===== config.mk =====
export PLATFORM = sky130hd
export DESIGN_NAME = nts_ram
export DESIGN_NICKNAME = d
export VERILOG_FILES = /design/src/rtl/nts_ram.sv
export SDC_FILE = /design/constraint.sdc
export NUM_CORES = 2
export LEC_CHECK = 0
export BUFFER_PORTS_ARGS = -buffer_cell sky130_fd_sc_hd__buf_2
export CORE_MARGIN = 8
export CORE_UTILIZATION = 53
export CTS_CLUSTER_SIZE = 24
export DETAILED_ROUTE_END_ITERATION = 6
export PLACE_DENSITY = 0.76
export SLEW_MARGIN = 15
export SYNTH_ARGS = -nofsm -noshare
export SYNTH_HDL_FRONTEND = slang
export SYNTH_SLANG_ARGS = --single-unit

===== constraint.sdc =====
create_clock -name i_clk -period 8.1 [get_ports i_clk]
set_clock_uncertainty 0.2 [all_clocks]
set_input_delay 0.81 -clock i_clk [delete_from_list [all_inputs] [get_ports i_clk]]
set_output_delay 0.81 -clock i_clk [all_outputs]
set_load 0.005 [all_outputs]

===== src/rtl/nts_ram.sv =====
// Generic single-write, single-read RAM with a registered read port.
// Used for the tone store of the note tracker. No dependencies.
module nts_ram #(
    parameter int WIDTH = 32,
    parameter int DEPTH = 128
) (
    input  logic                     i_clk,
    input  logic                     i_wr_en,
    input  logic [$clog2(DEPTH)-1:0] i_wr_addr,
    input  logic [WIDTH-1:0]         i_wr_data,
    input  logic                     i_rd_en,
    input  logic [$clog2(DEPTH)-1:0] i_rd_addr,
    output logic [WIDTH-1:0]         o_rd_data
);

    logic [WIDTH-1:0] r_mem [DEPTH];

    always_ff @(posedge i_clk) begin
        if (i_wr_en) begin
            r_mem[i_wr_addr] <= i_wr_data;
        end
        if (i_rd_en) begin
            o_rd_data <= r_mem[i_rd_addr];
        end
    end

endmodule


==> flow_metrics.env <==
export IMPL_status="finished clean"
export IMPL_drv_cap=0
export IMPL_cts_max_path_buffers=4
export IMPL_start_kind="input pin"
export IMPL_fmax_mhz=226
export IMPL_worst_path_max_fanout=89
export IMPL_die_w_um=560
export IMPL_postLayoutCellArea_mm2=0.176
export IMPL_p_per_area_mw_per_mm2=249
export IMPL_yosysWarnings=0
export IMPL_critPathKind="in -> reg"
export IMPL_min_path_type="in -> reg"
export IMPL_grt_pass1_vias=75800
export IMPL_dp_slack_ns=2.82
export IMPL_htreeDepth=5
export IMPL_antenna_found_initial=68
export IMPL_num_nets_final=6406
export IMPL_syn_inst=5990
export IMPL_period_share_pct=54.7
export IMPL_route_detailed_drc=0
export IMPL_fin_tns_setup_ns=0
export IMPL_insertion_delay_ns=0.92
export IMPL_worstHoldStart="i_wr_data[14]"
export IMPL_worst_setup_path_end_kind="flip-flop"
export IMPL_coreArea_mm2=0.294
export IMPL_dpl_instance_area_mm2=0.164
export IMPL_setup_slack_ns=3.67
export IMPL_start_util_pct=53.3
export IMPL_layout_common_cells="edfxtp_1, mux4_2, clkbuf_16, buf_4, nor2_4"
export IMPL_peakVddDrop_mv=0.201
export IMPL_slew_headroom_pct=14.1
export IMPL_wl_per_cell_um=41.1
export IMPL_cts_tree="done"
export IMPL_mostFrequentLayoutCell="edfxtp_1"
export IMPL_routed_wl_mm=438
export IMPL_synth_avg_cell_area_um2=26.1
export IMPL_placementRows=199
export IMPL_hold_buffers=0
export IMPL_gp_congestion=0.813
export IMPL_dieArea_mm2=0.313
export IMPL_rsz0062_at_grt="false"
export IMPL_ys_ff_latch=4128
export IMPL_arrival_ns=4.86
export IMPL_die_y_um=560
export IMPL_syn2layout_area_growth_pct=12.5
export IMPL_hold_violations=0
export IMPL_vias=74800
export IMPL_drive_gt1_share_pct=35.1
export IMPL_layout_cells_non_filler=10700
export IMPL_dr_pass1_iters=6
export IMPL_overflow=0
export IMPL_required_ns=8.53
export IMPL_ant_nets=0
export IMPL_fin_hold_ws_ns=0.106
export IMPL_r2r_start="r_mem[82][2]$_DFFE_PP_"
export IMPL_syn_num_nets=6039
export IMPL_ys_types=16
export IMPL_ys_seq_area_share_pct=79.2
export IMPL_numClockSinks=4128
export IMPL_drt_iter0_markers=12900
export IMPL_synth_top_area_share_pct=79.2
export IMPL_port_buffers=80
export IMPL_clk_pin_slew_ns=0.07
export IMPL_drt_vias_per_instance=7.01
export IMPL_cts_root_buf="clkbuf_16"
export IMPL_grt_max_degree=127
export IMPL_track_usage_pct=27.3
export IMPL_syn_area_mm2=0.157
export IMPL_cts_made_buffers=382
export IMPL_ios=81
export IMPL_setup_viol=0
export IMPL_synthTopCellsByArea="edfxtp_1, mux4_2, clkbuf_1, nor2_1, buf_2"
export IMPL_final_max_slew_viol_count=0
export IMPL_critPathLaunch="i_rd_addr[0]"
export IMPL_tightest_slew_ns=1.29
export IMPL_postCtsResizedCells=0
export IMPL_leakage_nw=53.6
export IMPL_placed_cells=9892
export IMPL_grt_pass1_wl_mm=596
export IMPL_period_needed_ns=4.43
export IMPL_cts_setup_buffers=0
export IMPL_place_hpwl_mm=216
export IMPL_synth_largest_area_cell="edfxtp_1"
[report_power, final]
part | internal (W) | switching, W
clock | 0.0101 | 0.00787
combinational | 0.000844 | 0.00141
sequential | 0.0236 | 0.0000890
total | 0.0346 | 0.00936
[metrics by stage]
| step | power (W) | util (%) |
|---|---|---|
| floorplan | 0.0252 | - |
| finish | 0.0439 | 59.9 |
| global placement | 0.0263 | 55.7 |
| detailed placement | 0.0263 | 55.7 |
| global route | 0.0448 | 59.9 |
| CTS | 0.0439 | 59.8 |
[synthesized netlist by cell type]
master / count
edfxtp_1: 4128
mux4_2: 1344
clkbuf_1: 182
nor2_1: 122
buf_2: 79
buf_1: 50
mux2_2: 32
nand2_1: 14
nand3_1: 12
nor3_1: 9
nor2b_1: 7
buf_4: 3
nand4_1: 3
buf_6: 2
nand2b_1: 2
or3_1: 1
[per-layer routing]
metal / part of all wire (%) / GRT usage (%) / up-vias
li1: - / - / 27200
met1: 33 / 35.0 / 39700
met2: 47 / 43.2 / 6786
met3: 14 / 7.70 / 1083
met4: 5.9 / 14.1 / 20
met5: 0.033 / 0.305 / -
[area by class of cell]
cell class | count | area (um^2)
repair buffers | 299 | 2510
diodes | 76 | 190
flip-flops and latches | 4128 | 124000
well taps | 3919 | 4900
fillers | 18600 | 118000
multi-input cells | 1546 | 32300
clock inverters | 226 | 2230
clock buffers | 464 | 10000
[logic make-up after synthesis]
kind of cell | after synthesis | synth area share [%]
and+or+nand+nor | 170 | 0.445
DFF | 4128 | 79.2
muxes | 1376 | 19.6
buffers and inverters | 316 | 0.837
[worst max-delay path: stages]
cell and delay, ns:
buf_12 0.53, buf_12 0.53, buf_4 0.41, mux4_2 0.55
mux4_2 0.60, mux4_2 0.72, mux2_2 0.36
[registers in the layout, indices dropped and copies added, names as in the netlist]
signal	cells
r_mem	4096
o_rd_data	32
[final timing paths]
kind	depth (start not counted)	end	slack [ns]
setup / recovery	7	o_rd_data[19]$_DFFE_PP_	3.67
hold / removal	1	r_mem[39][14]$_DFFE_PP_	0.11
setup reg to reg	4	o_rd_data[2]$_DFFE_PP_	5.01
hold reg to reg	4	o_rd_data[4]$_DFFE_PP_	1.02
(Power assumes the default switching activity.)
